**config.mk**
```make
export PLATFORM = sky130hd
export DESIGN_NAME = uart_line_assembler_ring
export DESIGN_NICKNAME = d
export VERILOG_FILES = /design/src/sv/ular_pkg.sv /design/src/sv/ular_ctrl.sv /design/src/sv/ular_dp.sv /design/src/sv/uart_line_assembler_ring.sv
export SDC_FILE = /design/constraint.sdc
export NUM_CORES = 2
export LEC_CHECK = 0
export ABC_CLOCK_PERIOD_IN_PS = 4600
export BUFFER_PORTS_ARGS = -buffer_cell sky130_fd_sc_hd__buf_2
export CAP_MARGIN = 20
export CORE_MARGIN = 4
export CORE_UTILIZATION = 40
export DETAILED_ROUTE_END_ITERATION = 8
export PLACE_DENSITY = 0.62
export SLEW_MARGIN = 20
export SYNTH_ARGS = -nofsm -noshare
export SYNTH_HDL_FRONTEND = slang
export SYNTH_SLANG_ARGS = --single-unit
```
**constraint.sdc**
```tcl
create_clock -name clk -period 4.6 [get_ports clk]
set_input_delay 0.23 -clock clk [delete_from_list [all_inputs] [get_ports clk]]
set_output_delay 0.23 -clock clk [all_outputs]
set_load 0.02 [all_outputs]
```
**src/sv/ular_pkg.sv**
```systemverilog
// Shared types and constants for the line assembler ring.
// Used by the controller, the datapath and the top level; depends on nothing.
package ular_pkg;

  // Operation codes of an input item
  localparam logic [1:0] OP_RECEIVE = 2'd0;
  localparam logic [1:0] OP_READ    = 2'd1;
  localparam logic [1:0] OP_CLEAR   = 2'd2;

  // Result status codes
  localparam logic [1:0] ST_BYTE  = 2'd0;
  localparam logic [1:0] ST_NONE  = 2'd1;
  localparam logic [1:0] ST_EMPTY = 2'd2;

  // Characters that end a line
  localparam logic [7:0] CHAR_LF    = 8'h0A;
  localparam logic [7:0] CHAR_CR    = 8'h0D;
  localparam logic [7:0] CHAR_CLOSE = 8'h29;

  typedef enum logic [1:0] {
    S_IDLE = 2'b01,
    S_READ = 2'b10
  } ctrl_state_t;

  // Commands from controller to datapath
  typedef struct packed {
    logic receive;
    logic read;
    logic clear;
    logic issue;
  } ctrl_cmd_t;

  // Status from datapath to controller
  typedef struct packed {
    logic read_go;
    logic issue_last;
  } dp_sts_t;

endpackage

```
**src/sv/ular_ctrl.sv**
```systemverilog
// Controller of the line assembler ring: accepts items and sequences reads.
// Depends on ular_pkg.
module ular_ctrl
  import ular_pkg::*;
(
  input  logic       clk,
  input  logic       rst_n,
  input  logic       start,
  input  logic [1:0] operation,
  input  dp_sts_t    sts,
  output logic       busy,
  output ctrl_cmd_t  cmd
);

  ctrl_state_t state_r, state_nxt;
  logic        accept;

  assign busy   = (state_r != S_IDLE);
  assign accept = start && (state_r == S_IDLE);

  always_comb begin
    cmd.receive = accept && (operation == OP_RECEIVE);
    cmd.read    = accept && (operation == OP_READ);
    cmd.clear   = accept && (operation == OP_CLEAR);
    cmd.issue   = (state_r == S_READ);
  end

  always_comb begin
    state_nxt = state_r;
    unique case (state_r)
      S_IDLE: begin
        if (cmd.read && sts.read_go) state_nxt = S_READ;
      end
      S_READ: begin
        if (sts.issue_last) state_nxt = S_IDLE;
      end
      default: state_nxt = S_IDLE;
    endcase
  end

  always_ff @(posedge clk) begin
    if (!rst_n) begin
      state_r <= S_IDLE;
    end else begin
      state_r <= state_nxt;
    end
  end

endmodule

```
**src/sv/ular_dp.sv**
```systemverilog
// Datapath of the line assembler ring: line store, slot table, pointers
// and result registers. Depends on ular_pkg.
module ular_dp
  import ular_pkg::*;
#(
  parameter int LINES      = 8,
  parameter int LINE_BYTES = 32
) (
  input  logic       clk,
  input  logic       rst_n,
  input  ctrl_cmd_t  cmd,
  input  logic [7:0] rx_byte,
  input  logic [6:0] read_limit,
  output dp_sts_t    sts,
  output logic       out_strobe,
  output logic [1:0] out_status,
  output logic [7:0] out_byte,
  output logic [6:0] out_line_length,
  output logic       out_last
);

  localparam int SLOT_W = $clog2(LINES);
  localparam int CNT_W  = $clog2(LINE_BYTES);
  localparam int ADDR_W = SLOT_W + CNT_W;
  localparam int DEPTH  = LINES << CNT_W;
  localparam logic [SLOT_W-1:0] LAST_SLOT = SLOT_W'(LINES - 1);
  localparam logic [CNT_W-1:0]  CUT_LEN   = CNT_W'(LINE_BYTES - 1);

  logic [7:0]        mem [DEPTH];
  logic [7:0]        mem_q_r;

  logic [SLOT_W-1:0] ws_r, rs_r;
  logic [CNT_W-1:0]  wc_r;
  logic              prev_cr_r;
  logic [LINES-1:0]  used_r;
  logic [CNT_W-1:0]  len_r [LINES];

  logic [SLOT_W-1:0] rd_slot_r;
  logic [CNT_W-1:0]  rd_n_r, rd_len_r, idx_r;

  logic              out_vld_r, out_last_r;
  logic [1:0]        out_status_r;
  logic [6:0]        out_len_r;

  // Receive decode
  logic              line_start, drop_byte, reuse, term, cut, keep;
  logic [SLOT_W-1:0] tgt, tgt_prev, tgt_next;
  logic [CNT_W-1:0]  wc_inc, term_len;

  // Read decode
  logic              rd_hit;
  logic [CNT_W-1:0]  rd_len;
  logic [6:0]        rd_len_x;
  logic [CNT_W-1:0]  rd_n;
  logic [SLOT_W-1:0] rs_next;

  always_comb begin
    line_start = (wc_r == '0);
    drop_byte  = line_start && (rx_byte == CHAR_CLOSE);
    keep       = cmd.receive && !drop_byte;
    tgt_prev   = (ws_r == '0) ? LAST_SLOT : ws_r - 1'b1;
    reuse      = line_start && used_r[ws_r];
    tgt        = reuse ? tgt_prev : ws_r;
    tgt_next   = (tgt == LAST_SLOT) ? '0 : tgt + 1'b1;
    wc_inc     = wc_r + 1'b1;
    term_len   = wc_r - 1'b1;
    term       = (rx_byte == CHAR_CLOSE) ||
                 ((rx_byte == CHAR_LF) && !line_start && prev_cr_r);
    cut        = (wc_inc == CUT_LEN);
  end

  always_comb begin
    rd_hit   = used_r[rs_r];
    rd_len   = len_r[rs_r];
    rd_len_x = 7'(rd_len);
    rd_n     = (read_limit < rd_len_x) ? read_limit[CNT_W-1:0] : rd_len;
    rs_next  = (rs_r == LAST_SLOT) ? '0 : rs_r + 1'b1;
  end

  assign sts.read_go    = rd_hit && (read_limit != '0);
  assign sts.issue_last = (idx_r + 1'b1 == rd_n_r);

  // Line store: one write port for received bytes, one registered read port
  always_ff @(posedge clk) begin
    if (keep) mem[ADDR_W'({tgt, wc_r})] <= rx_byte;
    if (cmd.issue) mem_q_r <= mem[ADDR_W'({rd_slot_r, idx_r})];
  end

  // Write and read pointers, slot occupancy
  always_ff @(posedge clk) begin
    if (!rst_n) begin
      ws_r      <= '0;
      wc_r      <= '0;
      rs_r      <= '0;
      used_r    <= '0;
      prev_cr_r <= 1'b0;
    end else if (cmd.clear) begin
      ws_r   <= '0;
      wc_r   <= '0;
      rs_r   <= '0;
      used_r <= '0;
    end else if (keep) begin
      prev_cr_r <= (rx_byte == CHAR_CR);
      if (term) begin
        used_r[tgt] <= (term_len != '0);
        wc_r        <= '0;
        ws_r        <= tgt_next;
      end else if (cut) begin
        used_r[tgt] <= 1'b1;
        wc_r        <= '0;
        ws_r        <= tgt_next;
      end else begin
        if (reuse) used_r[tgt] <= 1'b0;
        wc_r <= wc_inc;
        ws_r <= tgt;
      end
    end else if (cmd.read && rd_hit) begin
      used_r[rs_r] <= 1'b0;
      rs_r         <= rs_next;
    end
  end

  // Line lengths: meaningful only where the slot is marked used
  always_ff @(posedge clk) begin
    if (keep && term) begin
      len_r[tgt] <= term_len;
    end else if (keep && cut) begin
      len_r[tgt] <= wc_inc;
    end
  end

  // Read sequencing
  always_ff @(posedge clk) begin
    if (cmd.read) begin
      rd_slot_r <= rs_r;
      rd_n_r    <= rd_n;
      rd_len_r  <= rd_len;
      idx_r     <= '0;
    end else if (cmd.issue) begin
      idx_r <= idx_r + 1'b1;
    end
  end

  // Result registers
  always_ff @(posedge clk) begin
    if (!rst_n) begin
      out_vld_r <= 1'b0;
    end else begin
      out_vld_r <= cmd.issue || (cmd.read && !sts.read_go);
    end
  end

  always_ff @(posedge clk) begin
    if (cmd.issue) begin
      out_status_r <= ST_BYTE;
      out_len_r    <= 7'(rd_len_r);
      out_last_r   <= sts.issue_last;
    end else if (cmd.read) begin
      out_status_r <= rd_hit ? ST_EMPTY : ST_NONE;
      out_len_r    <= rd_hit ? rd_len_x : 7'd0;
      out_last_r   <= 1'b1;
    end
  end

  assign out_strobe      = out_vld_r;
  assign out_status      = out_status_r;
  assign out_byte        = (out_status_r == ST_BYTE) ? mem_q_r : 8'd0;
  assign out_line_length = out_len_r;
  assign out_last        = out_last_r;

endmodule

```
**src/sv/uart_line_assembler_ring.sv**
```systemverilog
// Top level of the serial receive line assembler ring.
// Depends on ular_pkg, ular_ctrl and ular_dp.
//
// Usage:
//   Issue an item by raising start with in_operation, in_rx_byte and
//   in_read_limit while busy is low; the item is taken at that clock edge.
//   Receive (operation 0) stores one byte into the current line and gives
//   no result; bytes may arrive on every cycle while busy is low.
//   A line closes on CR followed by LF, or on ')', and is cut off once it
//   holds LINE_BYTES-1 bytes. If a new line would start in an unread slot,
//   the newest finished line is dropped and its slot reused.
//   Read (operation 1) returns the oldest line: one result per byte, up to
//   in_read_limit bytes, with out_last on the final one, then frees the slot.
//   An empty ring gives one "no line" result; a zero limit gives one
//   "no bytes copied" result. Clear (operation 2) empties the ring.
//   A "no line" or "no bytes copied" result appears in the cycle after the
//   read is taken; byte results follow once the controller is in its read
//   state, one per cycle, paced by the registered read port of the line store.
//   busy stays high while the bytes of a read are issued and is low otherwise.
//   Each result sits on the out_ ports for one cycle with out_strobe high;
//   the receiver cannot stall. Reset (synchronous, rst_n low) empties the
//   ring and drops any read in progress; the line store is not cleared.
module uart_line_assembler_ring
  import ular_pkg::*;
#(
  parameter int LINES      = 8,
  parameter int LINE_BYTES = 32
) (
  input  logic       clk,
  input  logic       rst_n,
  input  logic       start,
  output logic       busy,
  input  logic [1:0] in_operation,
  input  logic [7:0] in_rx_byte,
  input  logic [6:0] in_read_limit,
  output logic       out_strobe,
  output logic [1:0] out_status,
  output logic [7:0] out_byte,
  output logic [6:0] out_line_length,
  output logic       out_last
);

  ctrl_cmd_t cmd;
  dp_sts_t   sts;

  // Decode items and step through the bytes of a read
  ular_ctrl u_ctrl (
    .clk       (clk),
    .rst_n     (rst_n),
    .start     (start),
    .operation (in_operation),
    .sts       (sts),
    .busy      (busy),
    .cmd       (cmd)
  );

  // Hold the lines, the slot pointers and the result registers
  ular_dp #(
    .LINES      (LINES),
    .LINE_BYTES (LINE_BYTES)
  ) u_dp (
    .clk             (clk),
    .rst_n           (rst_n),
    .cmd             (cmd),
    .rx_byte         (in_rx_byte),
    .read_limit      (in_read_limit),
    .sts             (sts),
    .out_strobe      (out_strobe),
    .out_status      (out_status),
    .out_byte        (out_byte),
    .out_line_length (out_line_length),
    .out_last        (out_last)
  );

endmodule

```
# After elaboration in Yosys (flattened, before gate mapping)
# Memory sizes are Yosys's and may differ from the RTL's. A register that Yosys moved wholly into a read port is not among the register bits.
# Index checks and enable logic that the tools add are counted.
# W data, S select, Z words.
dict set report word_totals {
  n_memories 2
  in_bits 20
  ramBits 2088
  ff_bits 49
  output_inout_bits 20
}
dict set report classes {
  magnitude_cmp 6
  eq_ne 15
  muxes 43
  reduce_logical 35
  addsub 6
  bitwise_logic 9
}
# name depth word_bits read_ports rd_ports_with_merged_regs write_ports line_no
set mem_list {}
lappend mem_list {u_dp.mem 256 8 1 1 1 ular_dp.sv:29} ;# logic [7:0] mem [DEPTH];
lappend mem_list {u_dp.len_r 8 5 1 1 1 ular_dp.sv:36} ;# logic [CNT_W-1:0] len_r [LINES];
# op count
set ops {}
lappend ops {{$mux W8} 6}
lappend ops {{$mux W5} 7}
lappend ops {{$mux W3} 8}
lappend ops {{$logic_and A1 B1 Y1} 17}
lappend ops {{$and A8 B8 Y8} 2}
lappend ops {{$eq A8 B4 Y1 const B} 2}
lappend ops {{$not A8 Y8} 2}
lappend ops {{$mux W1} 13}
lappend ops {{$lt A3 B4 Y1 const B} 3}
lappend ops {{$add A5 B1 Y5 const B} 2}
lappend ops {{$bwmux W8} 1}
lappend ops {{$eq A8 B6 Y1 const B} 1}
lappend ops {{$or A8 B8 Y8} 1}
lappend ops {{$reduce_and A2 Y1} 4}
lappend ops {{$lt A7 B5 Y1} 1}
lappend ops {{$reduce_bool A7 Y1} 1}
lappend ops {{$add A3 B1 Y3 const B} 2}
lappend ops {{$bmux W1 S3} 2}
lappend ops {{$demux W1 S3} 2}
lappend ops {{$eq A3 B3 Y1 const B} 2}
lappend ops {{$ge A3 B1 Y1 const B} 2}
lappend ops {{$mux W2} 3}
lappend ops {{$eq A5 B5 Y1} 1}
lappend ops {{$eq A5 B5 Y1 const B} 1}
lappend ops {{18 further kinds} 28}

# Depth between registers and ports, before layout
dict set report depth {
  ltp_word 14
  mapped_depth 13
  mapped_depth_nobuf 11
}

# Modules after synthesis
# Synthesis repeated with hierarchy kept, for this count alone.
dict set report hier_totals {
  cells_unflattened 3914
  area_unflattened_um2 84325.9
}
# mod area_each_um2 cells_each n_inst
set modules_own_cells {}
lappend modules_own_cells {ular_dp 84182.0 3902 1}
lappend modules_own_cells {ular_ctrl 143.9 12 1}

# Worst setup path before layout
# OpenSTA, ideal clock, no wires.
dict set report synth_timing {
  path_type {reg2reg}
  start {reg u_dp.wc_r[0]}
  end {mem u_dp.mem[134][0] (enable)}
  slack_ps 743
  setup_ps 370
  stages_incl_launch_ff 14
  t_arrival_ps 3487
  path_buffers 4
  path_cell_list {dfxtp_1 -> clkbuf_1 -> inv_1 -> ha_1 -> or4b_4 -> a31o_4 -> nor3_4 -> mux2i_2 -> inv_2 -> buf_2 -> or3_1 -> buf_2 -> buf_2 -> nor2_1}
}
dict set report synth_via {
  elab_chain_len 6
  elab_cells_between_ends 8
  cone_classes {mux: 3; reduce/logical: 5}
}
# item line_no
set synth_lines {}
lappend synth_lines {{start: declaration} ular_dp.sv:33} ;# logic [CNT_W-1:0] wc_r;
lappend synth_lines {{start signal: assignment} ular_dp.sv:114} ;# wc_r <= wc_inc;
lappend synth_lines {{$logic_not A5 Y1} ular_dp.sv:58} ;# line_start = (wc_r == '0);
lappend synth_lines {{$logic_and A1 B1 Y1} ular_dp.sv:59} ;# drop_byte = line_start && (rx_byte == CHAR_CLOSE);
lappend synth_lines {{$logic_not A1 Y1} ular_dp.sv:60} ;# keep = cmd.receive && !drop_byte;
lappend synth_lines {{$logic_and A1 B1 Y1} ular_dp.sv:60}
lappend synth_lines {{$mux W1} ular_dp.sv:85} ;# if (keep) mem[ADDR_W'({tgt, wc_r})] <= rx_byte;
lappend synth_lines {{$mux W1 (implied by the code)} ular_dp.sv:85}
lappend synth_lines {{end: declaration} ular_dp.sv:29}
# Several ways; a longest one is shown, not always the timed one.

==> results.ini <==
[power]
p_sw_frac = 0.203
p_int_mw = 31.3
p_total_mw = 39.3
power.share.clock = 0.435
p_seq_frac = 0.548
ir_drop_uv = 431
pwr-share-comb = 0.018
p_switching_mw = 7.99
leakagePower_nw = 28.5
pwr_density_cell_nw_per_um2 = 411

[finish]
regArea_sq_um = 64200
multi_input_area_sq_um = 18500
post_route_cells_drive_above_1_share = 0.264
nets = 4227
final_design_area_no_fill_sq_um = 95600
nFillCells = 17200
fin_util = 0.460
syn_to_final_growth_pct = 14.0

[yosys]
synth.distinct_cells = 67
synth_most_common_cell = edfxtp_1
yosysSeqAreaShare = 0.766
ys_top_cells_by_count = edfxtp_1, mux4_2, nor2_1
avgSynthCellArea_sq_um = 21.1
syn_area_sq_um = 83800
synthCells = 3971
ys_warn_count = 0
async_flop_share = 0
synth_edf_count = 2115
synth_top_area_cell = edfxtp_1
synth_top_area_frac = 0.758
synth_area_leaders = edfxtp_1, mux4_2, nor2_1
synth_seq_cells = 2148
synth-main-ff-cell = edfxtp_1

[grt]
grt_pass1_wl_mm = 302
grt_overflow_total = 0
antenna_found_initial = 10
gr-usage-all-layers = 0.191
grt_start_max_net_pins = 181
grt_pass1_vias = 41600

[clock_tree]
cts_inserted_buffers = 210
root_buffer = clkbuf_16
worstSkewPairLatency_ps = 860
path_clk_slew_ps = 70
postCtsSetupBuffers = 0
cts_tree = built
cts.sinks = 2148
htree_levels = 4
clk_path_buf_depth = 3

[setup_path]
crit_type = reg -> reg
critPathMaxFanout = 10
end_kind = register
crit_end = u_dp.rd_n_r[0]
r2r_cells = 10
ff2ff_setup_slack_ps = 300
crit_required_ps = 5210
cp.arrival_ps = 4910
startpoint_type = register
reg2reg_to = u_dp.rd_n_r[0]

[die]
die_area_sq_um = 217000
die_h_um = 466
floorplan.initialDensity = 0.403
rows = 167
core_sq_um = 208000
dieWidth_um = 466
pin_count = 40

[routing]
remaining_drc_errors = 0
routedWlPerCell_um = 29.1
drt-initial-drc-count = 5161
final_antenna_net_count = 0
drt-total-wl_mm = 209
drtPass1Iterations = 6
vias_per_cell = 5.76
vias = 41200

[hold_path]
hold_path_class = in -> reg

[job]
drv_cap = 0

[sta]
tns_ps = 0
slew_headroom = 0.248
grt_setup_unrepaired = false
whs_ps = 175
worstMarginPinSlew_ps = 1120
post-route-min-period_ps = 4300
final_hold_viol_count = 0
drv_slew = 0
period_share = 0.935
setup_violations = 0
clock_skew_ps = 62.7
max_clock_freq_ghz = 0.232

[outcome]
status = completed

[placement]
gp_congestion = 0.847
dp_hpwl_mm = 128
placed_area_sq_um = 88300
portBuffers = 37

-- repair_timing --
item / in CTS / in global routing
endpoints found under the hold margin: 356 / 0
setup endpoints to repair: 0 / 5
hold buffers: 31 / 0
resized for setup: 0 / 1
-- metal layers --
metal | wire length (um) | GRT usage
met1 | 86200 | 0.273
met2 | 97400 | 0.293
met3 | 18100 | 0.0427
met4 | 6910 | 0.0646
met5 | 9 | 0
-- critical path: stages, from the launching register on --
cell and delay, ps:
dfxtp_2 550, mux4_2 570, mux2i_1 560, ha_1 370
o211a_1 110, a211oi_1 300, nand3b_1 200, a21oi_1 210
dlygate4sd3_1 580, nor2_1 60, dlygate4sd3_1 550
-- power groups by stage --
stage / clock network (mW) / logic, mW / registers, mW
6_report: 17.1 / 0.691 / 21.5
5_1_grt: 18.2 / 0.742 / 21.5
2_1_floorplan: 0 / 0.178 / 21.9
3_3_place_gp: 0 / 0.669 / 21.9
4_1_cts: 17.3 / 0.703 / 21.5
3_5_place_dp: 0 / 0.686 / 21.9
-- final cells by class --
cell class                      instances  area share
Antenna cell                            2   0.0000524
Clock buffer                          250      0.0572
Inverter                               15    0.000589
Clock inverter                        143      0.0148
Tap cell                             2788      0.0365
Multi-Input combinational cell       1555       0.194
Sequential cell                      2148       0.672
Timing Repair Buffer                  260      0.0255
-- worst min path at each step --
| stage | slack (ps) | start | endpoint | cells after the start |
|---|---|---|---|---|
| final | 180 | start | u_dp.out_status[1] | 5 |
| after global routing | 180 | start | u_dp.out_status[1] | 5 |
| after CTS | 60 | start | u_dp.out_status[1] | 5 |
| after detailed placement | 460 | u_dp.prev_cr_r | u_dp.prev_cr_r | 2 |
| after global placement | 450 | u_dp.prev_cr_r | u_dp.prev_cr_r | 2 |
| after floorplan | 310 | rst_n | u_ctrl.state_r[0] | 1 |
-- cells in the final DEF (no fill, tap or decap), drive strengths merged, types with 5 or more instances in the layout --
| cell type | Yosys | routed |
|---|---|---|
| mux2 | 15 | 15 |
| ha | 17 | 17 |
| a22oi | 98 | 98 |
| o32ai | 7 | 7 |
| bufinv | 0 | 20 |
| o31ai | 23 | 23 |
| dlygate4sd3 | 0 | 31 |
| clkinvlp | 0 | 15 |
| nand2b | 12 | 12 |
| a221oi | 32 | 32 |
| nor2b | 10 | 10 |
| or3 | 11 | 11 |
| o21a | 7 | 7 |
| nor3 | 45 | 45 |
| mux2i | 44 | 44 |
| a21oi | 69 | 69 |
| nor2 | 302 | 302 |
| a22o | 32 | 32 |
| dfxtp | 33 | 33 |
| nand3 | 37 | 37 |
| buf | 111 | 228 |
| clkbuf | 143 | 251 |
| o22ai | 17 | 17 |
| o221ai | 16 | 16 |
| a211oi | 5 | 5 |
| o21ai | 17 | 17 |
| xor2 | 9 | 9 |
| nand2 | 87 | 87 |
| nand4 | 7 | 7 |
| clkinv | 2 | 101 |
| inv | 13 | 22 |
| nand3b | 5 | 5 |
| a21o | 10 | 10 |
| mux4 | 541 | 541 |
| edfxtp | 2115 | 2115 |
| o2111ai | 15 | 15 |
| and2 | 19 | 19 |
-- registers in the layout (all words and copies together), names as in the netlist, 2 cells and up, named ones only --
| register | flops |
|---|---|
| u_dp.out_status | 2 |
| u_dp.out_line_length | 5 |
| u_dp.mem | 2048 |
| u_ctrl.state_r | 2 |
| u_dp.ws_r | 3 |
| u_dp.rd_slot_r | 3 |
| u_dp.rd_n_r | 5 |
| u_dp.wc_r | 5 |
| u_dp.rd_len_r | 5 |
| u_dp.len_r | 40 |
| u_dp.rs_r | 3 |
| u_dp.mem_q_r | 8 |
| u_dp.idx_r | 5 |
-- cells by family after synthesis --
| kind of cell | after synthesis | synth area share |
|---|---|---|
| adders and majority gates | 17 | 0.00254 |
| and+or+nand+nor | 555 | 0.0310 |
| muxes | 600 | 0.153 |
| xor gates and xnor gates | 13 | 0.00136 |
| DFF | 2148 | 0.766 |
| AOI/OAI and AO/OA | 368 | 0.0320 |
| other | 1 | 0.0000448 |
| buffers and inverters | 269 | 0.0144 |
-- through the flow --
step                cells  setup WS [ps]
finish               7161            298
global route         7160           19.0
CTS                  7158            140
detailed placement   6734            328
global placement     6734            403
floorplan            3972            743
No activity file was read; power rests on OpenSTA's default activity.
